<file path="config.mk">
export PLATFORM = sky130hd
export DESIGN_NAME = tbh_front
export DESIGN_NICKNAME = d
export VERILOG_FILES = /design/src/hw/rtl/tbh_pkg.sv /design/src/hw/rtl/tbh_front.sv
export SDC_FILE = /design/constraint.sdc
export NUM_CORES = 1
export LEC_CHECK = 0
export ABC_AREA = 1
export BUFFER_PORTS_ARGS = -buffer_cell sky130_fd_sc_hd__buf_2
export CAP_MARGIN = 15
export CORE_MARGIN = 5
export CORE_UTILIZATION = 53
export CTS_CLUSTER_DIAMETER = 120
export DETAILED_ROUTE_END_ITERATION = 16
export PLACE_DENSITY_LB_ADDON = 0.1
export SLEW_MARGIN = 30
export SYNTH_ARGS = -nofsm -noshare
export SYNTH_HDL_FRONTEND = slang
export SYNTH_SLANG_ARGS = --single-unit
export TNS_END_PERCENT = 100
</file>
<file path="constraint.sdc">
create_clock -name clk -period 4.5 [get_ports clk]
set_clock_uncertainty 0.15 [all_clocks]
set_input_delay 0.45 -clock clk [delete_from_list [all_inputs] [get_ports clk]]
set_output_delay 0.45 -clock clk [all_outputs]
set_load 0.01 [all_outputs]
</file>
<file path="src/hw/rtl/tbh_pkg.sv">
// Shared widths, types and helpers of the triangle barycentric height block.
package tbh_pkg;

  localparam int COORD_BITS       = 16;
  localparam int WEIGHT_FRAC_BITS = 16;

  localparam int VTX_BITS   = 3 * COORD_BITS;
  localparam int DIFF_BITS  = COORD_BITS + 1;
  localparam int PROD_BITS  = 2 * DIFF_BITS;
  localparam int DOT_BITS   = PROD_BITS + 2;
  localparam int GRAM_BITS  = 2 * DOT_BITS + 1;
  localparam int QUO_BITS   = 32;
  localparam int NUM_BITS   = GRAM_BITS + WEIGHT_FRAC_BITS;
  localparam int CMP_BITS   = GRAM_BITS + QUO_BITS;
  localparam int WA_BITS    = QUO_BITS + 2;
  localparam int HSUM_BITS  = WA_BITS + COORD_BITS + 2;

  localparam int QUEUE_DEPTH    = 4;
  localparam int QUEUE_PTR_BITS = $clog2(QUEUE_DEPTH);

  typedef logic signed [COORD_BITS-1:0] coord_t;
  typedef logic signed [DIFF_BITS-1:0]  diff_t;

  typedef struct packed {
    diff_t x;
    diff_t y;
    diff_t z;
  } vec_t;

  typedef struct packed {
    logic [VTX_BITS-1:0] a;
    logic [VTX_BITS-1:0] b;
    logic [VTX_BITS-1:0] c;
  } tri_t;

  // Pick one signed coordinate slice (0 = x, 1 = y, 2 = z) of a packed vertex.
  function automatic coord_t coord(input logic [VTX_BITS-1:0] v, input int k);
    return coord_t'(v[k*COORD_BITS +: COORD_BITS]);
  endfunction

  // Difference p - o with one bit of growth.
  function automatic diff_t diff(input coord_t o, input coord_t p);
    return diff_t'(p) - diff_t'(o);
  endfunction

endpackage

</file>
<file path="src/hw/rtl/tbh_front.sv">
// Front stage: takes query requests and forms the offset from vertex a.
module tbh_front (
  input  logic                        clk,
  input  logic                        rst,
  input  logic                        push,
  output logic                        full,
  input  tbh_pkg::coord_t             query_x,
  input  tbh_pkg::coord_t             query_y,
  input  tbh_pkg::coord_t             query_z,
  input  logic [tbh_pkg::VTX_BITS-1:0] vtx_a,
  output logic                        out_valid,
  output tbh_pkg::vec_t               out_vec,
  input  logic                        out_full
);

  logic drain;
  logic accept;

  assign drain  = out_valid && !out_full;
  assign full   = out_valid && out_full;
  assign accept = push && !full;

  // Hold the offset until the queue takes it
  always_ff @(posedge clk) begin
    if (rst) begin
      out_valid <= 1'b0;
    end else if (accept) begin
      out_valid <= 1'b1;
    end else if (drain) begin
      out_valid <= 1'b0;
    end
  end

  always_ff @(posedge clk) begin
    if (accept) begin
      out_vec.x <= tbh_pkg::diff(tbh_pkg::coord(vtx_a, 0), query_x);
      out_vec.y <= tbh_pkg::diff(tbh_pkg::coord(vtx_a, 1), query_y);
      out_vec.z <= tbh_pkg::diff(tbh_pkg::coord(vtx_a, 2), query_z);
    end
  end

endmodule

</file>
==> results.cfg <==
[outcome]
outcome = finished clean

[power]
powerDensity_mw_per_mm2 = 259
p_int_w = 0.00100
swShare = 0.342
ir_worst_vdd_mv = 0.142
finalPower_w = 0.00152
power_frac_seq = 0.414
combPwrFrac = 0.369
switchingPower_w = 0.000521
clkPwrFrac = 0.217
power.leakage_nw = 3.66

[yosys]
syn-cell-area_mm2 = 0.00482
ys_seq_elements = 52
synth_cell_types = 15
async_flop_share = 0
synth-main-ff-cell = edfxtp_1
synthesis.nets = 862
synthCells = 711
avgSynthCellArea_um2 = 6.78
yosysWarningCount = 0
yosysSeqAreaShare = 0.322
synth_edf_count = 51

[clock_tree]
root_buffer = clkbuf_8
cts_max_path_buffers = 2
clk_pin_slew_ps = 100
postCtsSetupRepairBufs = 0
clock_latency_ps = 300
numCtsBuffers = 5
post_cts_resize_count = 0
h-tree-depth = 2
cts.sinks = 52
postCtsHoldBufs = 0
cts_tree = yes

[setup_path]
path_class = in -> reg
reg2reg_depth = 5
cp_slowest_cell = fa_1
worstPathCellList = buf_2, inv_1, ha_1, fa_1, inv_1, nand2_1, nand2_1, nand3_1, nand2_2, nand2_1, nand3_1, nand2_1
regToRegEndpoint = out_vec[44]
r2r_setup_slack_ps = 2710
required_ps = 4420
arrival_ps = 1840
max_stage_delay_ps = 410
worst-path-buf-inv = 3
critPathMostFrequentCell = nand2_1
start_kind = input port
timing.rr.start = out_valid
worstSetupEndpointType = flip-flop
crit_path_max_fanout = 3
path_delay_family = adder cells

[worst_hold_path]
worstHoldPathType = in -> reg
whs_path_depth = 2
hold_path_startpoint = rst
hold_path_end = out_valid

[global_route]
antenna_found_initial = 0
use_met3 = 0.0410
grtUsageTotal = 0.196
top_usage_layer = met2
met2_usage = 0.357
globalRouteOverflowTotal = 0
grt_pass1_wl_um = 18400
grt_start_max_net_pins = 32
first_global_vias = 4379
grt_use_met1 = 0.238

[placed_design]
io_buffers = 152
routabilityCongestion = 0.850
dp.cells = 972
post_dp_cell_area_mm2 = 0.00573
pre_cts_slack_ps = 2100
hpwl_um = 9390

[cells_and_area]
diodes = 0
register_area_mm2 = 0.00155
n_fill_cell = 804
multi_input_area_mm2 = 0.00254
stdcell_area_mm2 = 0.00587
layout-drive-gt1-share = 0.235
instances_no_fill = 981
areaGrowthSynthToFinish_pct = 21.8
nets = 1023

[floorplan]
initial_core_util = 0.547
rows = 34
die_h_um = 105
io_pins = 153
core_area_mm2 = 0.00881
dieArea_mm2 = 0.0111
fp.dieW_um = 105

[routing]
vias = 4584
drt-initial-drc-count = 200
wire_per_inst_um = 11.2
finalWirelength_um = 11000
drt-pass1-iter-count = 5
ant_nets = 0
drcViolationCount = 0
avgViaCountPerCell = 4.67

[timing]
max_freq_mhz = 521
timing.final.max_slew_violations = 0
fin_setup_tns_ps = 0
fin_crit_sh = 0.426
max_slew_margin = 0.731
setup_viol = 0
fin_ws_ps = 2580
grt_setup_unrepaired = no
post-route-min-period_ps = 1920
tightest_slew_ps = 402
finalHoldViolations = 0

[run]
drv_cap = 0
sequential cells by signal (all words and copies together) (netlist names):
name and flops:
out_valid 1, out_vec 51
placed cells by master, fill, tap and decap left out:
master and count:
clkinv_4 1, nand3_1 35, buf_16 1, nand2_2 21, inv_2 10, a21oi_1 31, nor2_1 23, nor2_4 1
buf_4 1, ha_1 48, or2_1 4, nand2_1 263, clkbuf_8 5, clkinv_1 1, nor3_2 12, inv_1 187
bufinv_16 1, fa_1 3, xor2_1 14, buf_2 152, edfxtp_1 51, dfxtp_1 1, xnor2_1 7
Yosys cell counts (4+ instances only):
cell,number,area share
xor2_1,14,0.025
xnor2_1,7,0.013
or2_1,4,0.0052
edfxtp_1,51,0.32
nand2_2,21,0.027
nor3_2,12,0.025
nor2_1,24,0.019
a21oi_1,31,0.032
inv_2,10,0.0078
nand3_1,35,0.036
ha_1,48,0.12
nand2_1,263,0.20
inv_1,187,0.15
per-stage QoR:
stage,utilization,hold WS [ps]
6_report,0.667,133
5_1_grt,0.667,127
4_1_cts,0.663,123
3_5_place_dp,0.651,316
3_3_place_gp,0.651,310
2_1_floorplan,-,342
layout make-up:
type                            instances  area share
Timing Repair Buffer                  154       0.136
Tap cell                              108      0.0230
Clock inverter                          3     0.00725
Inverter                              197       0.126
Multi-Input combinational cell        462       0.432
Clock buffer                            5      0.0117
Sequential cell                        52       0.264
cell families after synthesis:
logic type                 share of synthesized area
AOI/OAI and AO/OA                             0.0322
and+or+nand+nor                                0.317
xor gates and xnor gates                      0.0382
DFF                                            0.322
adders and majority gates                      0.137
buffers and inverters                          0.153
layer usage:
| metal | vias up | wire length (um) | share of wire |
|---|---|---|---|
| li1 | 2448 | - | - |
| met1 | 1991 | 4580 | 0.42 |
| met4 | 0 | 143 | 0.013 |
| met2 | 131 | 5360 | 0.49 |
| met5 | - | 0 | 0 |
| met3 | 14 | 887 | 0.081 |
how the worst max path moves through the flow:
stage                           from          end  slack [ps]  cells after the start
after floorplan             out_full   out_vec[0]        1150                      3
after global placement      out_full  out_vec[46]        2180                      5
after detailed placement    out_full  out_vec[46]        2100                      5
after CTS                  out_valid  out_vec[21]        2350                      4
after global routing      query_z[0]  out_vec[14]        2450                     12
final                     query_x[0]  out_vec[46]        2580                     12
power by group through the flow:
stage                     combinational, W  clock [W]  sequential (W)
final                             0.000561   0.000331        0.000629
after global routing              0.000641   0.000357        0.000634
after CTS                         0.000563   0.000340        0.000630
after detailed placement          0.000561          0        0.000640
after global placement            0.000543          0        0.000640
after floorplan                   0.000345          0        0.000673
Note: power is estimated with default switching activity, not from simulation.
