--- config.mk ---
export PLATFORM = sky130hd
export DESIGN_NAME = tbh_queue
export DESIGN_NICKNAME = d
export VERILOG_FILES = /design/src/hw/rtl/tbh_pkg.sv /design/src/hw/rtl/tbh_queue.sv
export SDC_FILE = /design/constraint.sdc
export NUM_CORES = 1
export LEC_CHECK = 0
export ABC_CLOCK_PERIOD_IN_PS = 3500
export BUFFER_PORTS_ARGS = -buffer_cell sky130_fd_sc_hd__buf_2
export CAP_MARGIN = 20
export CORE_ASPECT_RATIO = 1.5
export CORE_MARGIN = 8
export CORE_UTILIZATION = 57
export CTS_CLUSTER_DIAMETER = 50
export DETAILED_ROUTE_END_ITERATION = 8
export GPL_TIMING_DRIVEN = 0
export HOLD_SLACK_MARGIN = 0.08
export PLACE_DENSITY = 0.82
export REMOVE_ABC_BUFFERS = 1
export SYNTH_ARGS = -nofsm -noshare
export SYNTH_HDL_FRONTEND = slang
export SYNTH_SLANG_ARGS = --single-unit
--- constraint.sdc ---
create_clock -name clk -period 3.5 [get_ports clk]
set_input_delay 1.05 -clock clk [delete_from_list [all_inputs] [get_ports clk]]
set_output_delay 1.05 -clock clk [all_outputs]
set_load 0.01 [all_outputs]
--- src/hw/rtl/tbh_pkg.sv ---
// Shared widths, types and helpers of the triangle barycentric height block.
package tbh_pkg;

  localparam int COORD_BITS       = 16;
  localparam int WEIGHT_FRAC_BITS = 16;

  localparam int VTX_BITS   = 3 * COORD_BITS;
  localparam int DIFF_BITS  = COORD_BITS + 1;
  localparam int PROD_BITS  = 2 * DIFF_BITS;
  localparam int DOT_BITS   = PROD_BITS + 2;
  localparam int GRAM_BITS  = 2 * DOT_BITS + 1;
  localparam int QUO_BITS   = 32;
  localparam int NUM_BITS   = GRAM_BITS + WEIGHT_FRAC_BITS;
  localparam int CMP_BITS   = GRAM_BITS + QUO_BITS;
  localparam int WA_BITS    = QUO_BITS + 2;
  localparam int HSUM_BITS  = WA_BITS + COORD_BITS + 2;

  localparam int QUEUE_DEPTH    = 4;
  localparam int QUEUE_PTR_BITS = $clog2(QUEUE_DEPTH);

  typedef logic signed [COORD_BITS-1:0] coord_t;
  typedef logic signed [DIFF_BITS-1:0]  diff_t;

  typedef struct packed {
    diff_t x;
    diff_t y;
    diff_t z;
  } vec_t;

  typedef struct packed {
    logic [VTX_BITS-1:0] a;
    logic [VTX_BITS-1:0] b;
    logic [VTX_BITS-1:0] c;
  } tri_t;

  // Pick one signed coordinate slice (0 = x, 1 = y, 2 = z) of a packed vertex.
  function automatic coord_t coord(input logic [VTX_BITS-1:0] v, input int k);
    return coord_t'(v[k*COORD_BITS +: COORD_BITS]);
  endfunction

  // Difference p - o with one bit of growth.
  function automatic diff_t diff(input coord_t o, input coord_t p);
    return diff_t'(p) - diff_t'(o);
  endfunction

endpackage

--- src/hw/rtl/tbh_queue.sv ---
// Short request queue between the front stage and the arithmetic pipeline.
module tbh_queue (
  input  logic          clk,
  input  logic          rst,
  input  logic          wr_en,
  input  tbh_pkg::vec_t wr_data,
  output logic          full,
  input  logic          rd_en,
  output tbh_pkg::vec_t rd_data,
  output logic          empty
);

  tbh_pkg::vec_t                       slots [tbh_pkg::QUEUE_DEPTH];
  logic [tbh_pkg::QUEUE_PTR_BITS-1:0]  wr_ptr;
  logic [tbh_pkg::QUEUE_PTR_BITS-1:0]  rd_ptr;
  logic [tbh_pkg::QUEUE_PTR_BITS:0]    count;
  logic                                do_wr;
  logic                                do_rd;

  assign full    = count == (tbh_pkg::QUEUE_PTR_BITS+1)'(tbh_pkg::QUEUE_DEPTH);
  assign empty   = count == '0;
  assign do_wr   = wr_en && !full;
  assign do_rd   = rd_en && !empty;
  assign rd_data = slots[rd_ptr];

  // Advance pointers and occupancy
  always_ff @(posedge clk) begin
    if (rst) begin
      wr_ptr <= '0;
      rd_ptr <= '0;
      count  <= '0;
    end else begin
      if (do_wr) wr_ptr <= wr_ptr + 1'b1;
      if (do_rd) rd_ptr <= rd_ptr + 1'b1;
      if (do_wr && !do_rd) count <= count + 1'b1;
      else if (do_rd && !do_wr) count <= count - 1'b1;
    end
  end

  always_ff @(posedge clk) begin
    if (do_wr) slots[wr_ptr] <= wr_data;
  end

endmodule

==> impl_metrics.py, run 1 <==
metrics = {
    "grt": {
        "grt.overflow.total": 0,
        "grt_pass1_vias": 3935,
        "grt_first_pass_wirelength_um": 21730,
        "track_usage_pct": 15.74,
        "grt_max_degree": 41,
        "antenna_found_initial": 1,
    },
    "die": {
        "start_util_pct": 58.27,
        "dieArea_um2": 17930,
        "rows": 52,
        "core_um2": 13530,
        "dieHeight_um": 160.1,
        "die_w_um": 112.0,
        "ios": 108,
    },
    "hold_path": {
        "hp-start": "wr_ptr[1]$_SDFFE_PP0P_",
        "hold_path_class": "reg2reg",
        "min_to": "wr_ptr[1]$_SDFFE_PP0P_",
        "worstHoldPathCells": 2,
    },
    "timing": {
        "setup_violations": 0,
        "fin_skew_ns": 0.005393,
        "whs_ns": 0.5355,
        "period_share_pct": 89.62,
        "max_freq_mhz": 318.8,
        "setup_slack_ns": 0.3632,
        "max-slew-margin-rel_pct": 47.46,
        "drv_slew": 0,
        "tightest_slew_ns": 0.7882,
        "hold_viol_final": 0,
        "rsz0062_at_grt": "false",
        "fin_crit_ns": 3.137,
    },
    "detailed_routing": {
        "drt_first_pass_iters": 4,
        "routed_wl_um": 13990,
        "drc": 0,
        "drt_first_iter_violations": 207,
        "ant_nets": 0,
        "wl_per_cell_um": 22.85,
        "route.vias.total": 3474,
        "vias_per_cell": 5.676,
    },
    "synth": {
        "yosysTopAreaCell": "edfxtp_1",
        "yosys.area.top_type_share_pct": 77.69,
        "netlist_area_um2": 7885,
        "synthTopCellsByCount": "204 x edfxtp_1, 51 x mux4_2, 9 x dfxtp_1",
        "yosysWarnings": 0,
        "yosysSeqAreaShare_pct": 79.97,
        "ys.flop_type": "edfxtp_1",
        "ys_top_cells_by_area": "edfxtp_1 78%, mux4_2 15%, dfxtp_1 2.3%, buf_12 1.3%, ha_1 0.79%",
        "yosysMostFrequentCell": "edfxtp_1",
        "synth_cell_types": 24,
        "ys_ff_latch": 213,
        "synth_cells": 315,
        "avgSynthCellArea_um2": 25.03,
        "async_reset_ff_share_pct": 0,
        "synth_edf_count": 204,
    },
    "worst_setup_path": {
        "required_ns": 2.45,
        "end_kind": "primary output",
        "r2r-start": "count[0]$_SDFFE_PP0P_",
        "ff2ff_path_depth": 8,
        "critical_path_peak_fanout": 40,
        "rrSetupSlack_ns": 1.31,
        "rr_endpoint": "count[2]$_SDFFE_PP0P_",
        "arrival_ns": 2.09,
        "start_kind": "register",
        "crit_type": "reg2out",
    },
    "placement": {
        "dp_hpwl_um": 8759,
        "port_buffers": 107,
        "gp_congestion": 0.7246,
        "pre_cts_ws_ns": 0.6987,
    },
    "cts": {
        "cts_tree": "done",
        "htree_num_levels": 1,
        "root_buffer": "clkbuf_16",
        "clk_latency_ns": 0.48,
        "path_clk_slew_ns": 0.07,
        "cts_setup_buffers": 0,
        "cts_made_buffers": 19,
        "clock_sinks": 213,
        "holdBufCountCts": 0,
        "cts.path.max_buffers": 3,
        "post_cts_resize_count": 0,
    },
    "power_and_ir_drop": {
        "power.density_nw_per_um2": 726.3,
        "switching_share_pct": 25.66,
        "seq_power_share_pct": 47.9,
        "p_clk_share_pct": 30.0,
        "switchingPower_mw": 1.719,
        "vdd_drop_max_mv": 0.5833,
        "p_int_mw": 4.981,
        "p_comb_share_pct": 22.1,
        "leakage_nw": 3.123,
        "power.total_mw": 6.699,
    },
    "run_status": {
        "status": "finished clean",
    },
    "finish": {
        "nets": 497,
        "final.fill_count": 870,
        "area_growth_pct": 16.98,
        "drive_above_1_share_pct": 44.99,
    },
    "flow_run": {
        "max-cap-violations": 0,
    },
}
## worst max-delay path by stage
stage / startpoint / end / slack (ns)
finish: register / rd_data[39] / 0.36
global route: register / rd_data[13] / 0.22
CTS: register / rd_data[39] / 0.30
detailed placement: wr_en / count[2]$_SDFFE_PP0P_ / 0.70
global placement: register / rd_data[4] / -1.43
floorplan: register / rd_data[0] / -0.44
## cells in the final DEF, fill, tap and decap left out
master,synthesis,routed
a21oi_1,2,2
and2_2,0,4
buf_12,5,5
buf_16,0,1
buf_2,5,107
bufinv_16,0,2
clkbuf_1,1,4
clkbuf_16,0,19
clkinv_1,0,1
clkinv_2,0,5
clkinvlp_4,0,1
dfxtp_1,9,7
dfxtp_2,0,1
dfxtp_4,0,1
diode_2,0,1
edfxtp_1,204,204
fa_1,1,1
ha_1,5,5
inv_1,4,4
inv_6,0,2
mux2i_1,2,2
mux4_2,51,51
nand2b_1,2,2
nor2_1,5,5
nor2_2,1,1
nor3_1,1,1
nor3b_2,1,1
o21ai_0,2,2
o311ai_1,1,1
o31ai_2,1,1
or3_1,2,2
xor2_1,4,4
## sequential cells by signal, summed over array words and instances (netlist names), named ones only
name    flops
slots     204
count       3
rd_ptr      2
wr_ptr      2
## power by group through the flow
stage               clock network (mW)  registers (mW)  logic [mW]
floorplan                            0            3.33       0.858
detailed placement                   0            3.27        1.53
finish                            2.01            3.21        1.48
global route                      2.14            3.24        1.62
CTS                               2.06            3.21        1.53
global placement                     0            3.41        1.33
## critical path, stage by stage (launching register included)
cell and delay (ns):
dfxtp_4 0.53, buf_16 0.33, mux4_2 0.58, buf_2 0.16
## cells by family after synthesis
group | Yosys count | share of synthesized area [%]
compound gates | 6 | 0.5236
xor+xnor | 4 | 0.4443
fa+ha+maj | 6 | 1.047
buf+inv | 17 | 2.015
flops | 213 | 79.97
mux | 53 | 14.82
simple gates | 16 | 1.174
## per-layer routing
layer  track usage, %  up-vias  routed length [um]
li1                 -     1578                   -
met1            17.70     1793                5271
met2            28.75       83                7674
met3            3.624       20                 772
met4            5.176        0                 267
met5                0        -                   0
## layout make-up
cell class                      instances  area (um^2)  area share [%]
Clock buffer                           23        490.5           5.317
Multi-Input combinational cell         85         1425           15.45
Sequential cell                       213         6311           68.42
Clock inverter                         11        113.9           1.234
Tap cell                              162        202.7           2.197
Antenna cell                            1        2.502         0.02713
Timing Repair Buffer                  113        663.1           7.189
Inverter                                4        15.01          0.1628
## through the flow
| stage | setup TNS, ns | utilization (%) | area (um^2) | std cells |
|---|---|---|---|---|
| 5_1_grt | 0 | 68.16 | 9224 | 612 |
| 2_1_floorplan | -22.63 | - | 7741 | 302 |
| 6_report | 0 | 68.16 | 9224 | 612 |
| 4_1_cts | 0 | 68.14 | 9221 | 611 |
| 3_3_place_gp | -151.83 | 62.66 | 8479 | 571 |
| 3_5_place_dp | 0 | 63.67 | 8617 | 577 |
Note: power is estimated with default switching activity, not from simulation.
==> inputs of run 2 (changes only) <==
--- a/config.mk
+++ b/config.mk
@@ -6,7 +6,7 @@
 export NUM_CORES = 1
 export LEC_CHECK = 0
 export ABC_CLOCK_PERIOD_IN_PS = 3500
-export BUFFER_PORTS_ARGS = -buffer_cell sky130_fd_sc_hd__buf_2
+export BUFFER_PORTS_ARGS = -buffer_cell sky130_fd_sc_hd__clkbuf_2
 export CAP_MARGIN = 20
 export CORE_ASPECT_RATIO = 1.5
 export CORE_MARGIN = 8
==> impl_metrics.py, run 2 (synthesized netlist as in run 1, its figures left out) <==
metrics = {
    "cts": {
        "cts_made_buffers": 19,
        "clk_latency_ns": 0.47,
        "htree_num_levels": 1,
        "cts_setup_buffers": 0,
        "cts.path.max_buffers": 3,
        "path_clk_slew_ns": 0.06,
        "root_buffer": "clkbuf_16",
        "cts_tree": "done",
        "holdBufCountCts": 0,
        "post_cts_resize_count": 0,
        "clock_sinks": 213,
    },
    "worst_setup_path": {
        "end_kind": "primary output",
        "rrSetupSlack_ns": 1.28,
        "crit_type": "reg2out",
        "rr_endpoint": "count[2]$_SDFFE_PP0P_",
        "start_kind": "register",
        "critical_path_peak_fanout": 32,
        "ff2ff_path_depth": 8,
        "crit_path_cell_trace": "buf_16 -> mux4_2 -> clkbuf_2",
        "required_ns": 2.45,
        "arrival_ns": 2.13,
        "path_delay_family": "flip-flops",
        "r2r-start": "count[0]$_SDFFE_PP0P_",
        "cp.buffers_inverters": 2,
        "slowest_stage": "dfxtp_4",
        "cp_slowest_stage_delay_ns": 0.63,
    },
    "timing": {
        "setup_tns_ns": 0,
        "drv_slew": 0,
        "whs_ns": 0.5249,
        "period_share_pct": 90.83,
        "max-slew-margin-rel_pct": 42.69,
        "rsz0062_at_grt": "false",
        "tightest_slew_ns": 0.8596,
        "fin_crit_ns": 3.179,
        "max_freq_mhz": 314.6,
        "setup_violations": 0,
        "fin_skew_ns": 0.008168,
        "hold_viol_final": 0,
    },
    "detailed_routing": {
        "drc": 0,
        "route.vias.total": 3506,
        "routed_wl_um": 13560,
        "drt_first_pass_iters": 4,
        "vias_per_cell": 5.748,
        "ant_nets": 0,
        "drt_first_iter_violations": 165,
        "wl_per_cell_um": 22.23,
    },
    "hold_path": {
        "hp-start": "wr_ptr[1]$_SDFFE_PP0P_",
        "hold_path_class": "reg2reg",
        "worstHoldPathCells": 2,
        "min_to": "wr_ptr[1]$_SDFFE_PP0P_",
    },
    "flow_run": {
        "max-cap-violations": 0,
    },
    "placement": {
        "port_buffers": 107,
        "gp_congestion": 0.7281,
        "dpl_cell_area_um2": 8625,
        "dp_hpwl_um": 8826,
    },
    "die": {
        "core_um2": 13530,
        "die_w_um": 112.0,
        "ios": 108,
        "rows": 52,
        "start_util_pct": 58.27,
        "dieHeight_um": 160.1,
        "dieArea_um2": 17930,
    },
    "power_and_ir_drop": {
        "switching_share_pct": 25.74,
        "p_clk_share_pct": 28.7,
        "power.total_mw": 6.590,
        "p_comb_share_pct": 22.1,
        "vdd_drop_max_mv": 0.4979,
        "leakage_nw": 3.129,
        "switchingPower_mw": 1.696,
        "seq_power_share_pct": 49.1,
        "power.density_nw_per_um2": 717.3,
        "p_int_mw": 4.894,
    },
    "finish": {
        "nets": 497,
        "sequential_cell_area_um2": 6311,
        "fin_area_um2": 9188,
        "area_growth_pct": 16.52,
        "reg_top3": "slots: 204 flops, count: 3 flops",
        "final_cell_mix": "204 x edfxtp_1, 107 x clkbuf_2, 51 x mux4_2",
        "final.fill_count": 872,
        "largest_register": "slots",
        "multi_input_area_um2": 1425,
        "num_antenna_cells": 0,
        "drive_above_1_share_pct": 43.97,
        "final_common_cell": "edfxtp_1",
        "largest_register_ffs": 204,
    },
    "grt": {
        "grt_pass1_vias": 3829,
        "grt.overflow.total": 0,
        "grt_first_pass_wirelength_um": 20940,
        "track_usage_pct": 15.19,
        "grt_max_degree": 35,
        "antenna_found_initial": 0,
    },
    "run_status": {
        "status": "finished clean",
    },
}
[run 2: power by group through the flow]
stage,combinational [mW],sequential [mW],clock [mW]
after floorplan,0.858,3.33,0
after global placement,1.34,3.41,0
after detailed placement,1.50,3.30,0
after CTS,1.50,3.25,1.94
after global routing,1.57,3.27,2.03
final,1.46,3.24,1.89
[run 2: worst max-delay path by stage]
stage	cells after the start	to	startpoint	slack [ns]
5_1_grt	3	rd_data[39]	register	0.18
6_report	3	rd_data[42]	register	0.32
2_1_floorplan	1	rd_data[0]	register	-0.44
3_3_place_gp	2	rd_data[45]	register	-1.45
4_1_cts	3	rd_data[39]	register	0.24
3_5_place_dp	5	slots[1][24]$_DFFE_PP_	wr_en	0.67
[run 2: final cells by class]
cell class | instances | area share, %
Sequential cell | 213 | 68.69
Multi-Input combinational cell | 85 | 15.51
Timing Repair Buffer | 113 | 7.299
Clock buffer | 23 | 5.338
Tap cell | 162 | 2.206
Clock inverter | 10 | 0.7899
Inverter | 4 | 0.1634
[run 2: per-layer routing]
metal	wire length, um	GRT usage (%)	part of all wire [%]
met4	344	6.223	2.5
met3	742	3.322	5.5
met5	0	0	0
met1	5230	17.20	39
met2	7241	27.18	53
[run 2: metrics by stage]
step                      std cells  utilization [%]  setup WS [ns]
after global placement          571            62.66         -1.450
after CTS                       610            67.89         0.2427
after global routing            610            67.89         0.1833
final                           610            67.89         0.3211
after detailed placement        577            63.73         0.6696
after floorplan                 302                -        -0.4436
[run 2: worst reg2reg max path: stages (launching register included)]
cell and delay [ns]:
dfxtp_1 0.49, nor3b_2 0.12, nor2_2 0.24, ha_1 0.24, inv_1 0.07, fa_1 0.37
xor2_1 0.17, or3_1 0.31, a21oi_1 0.14
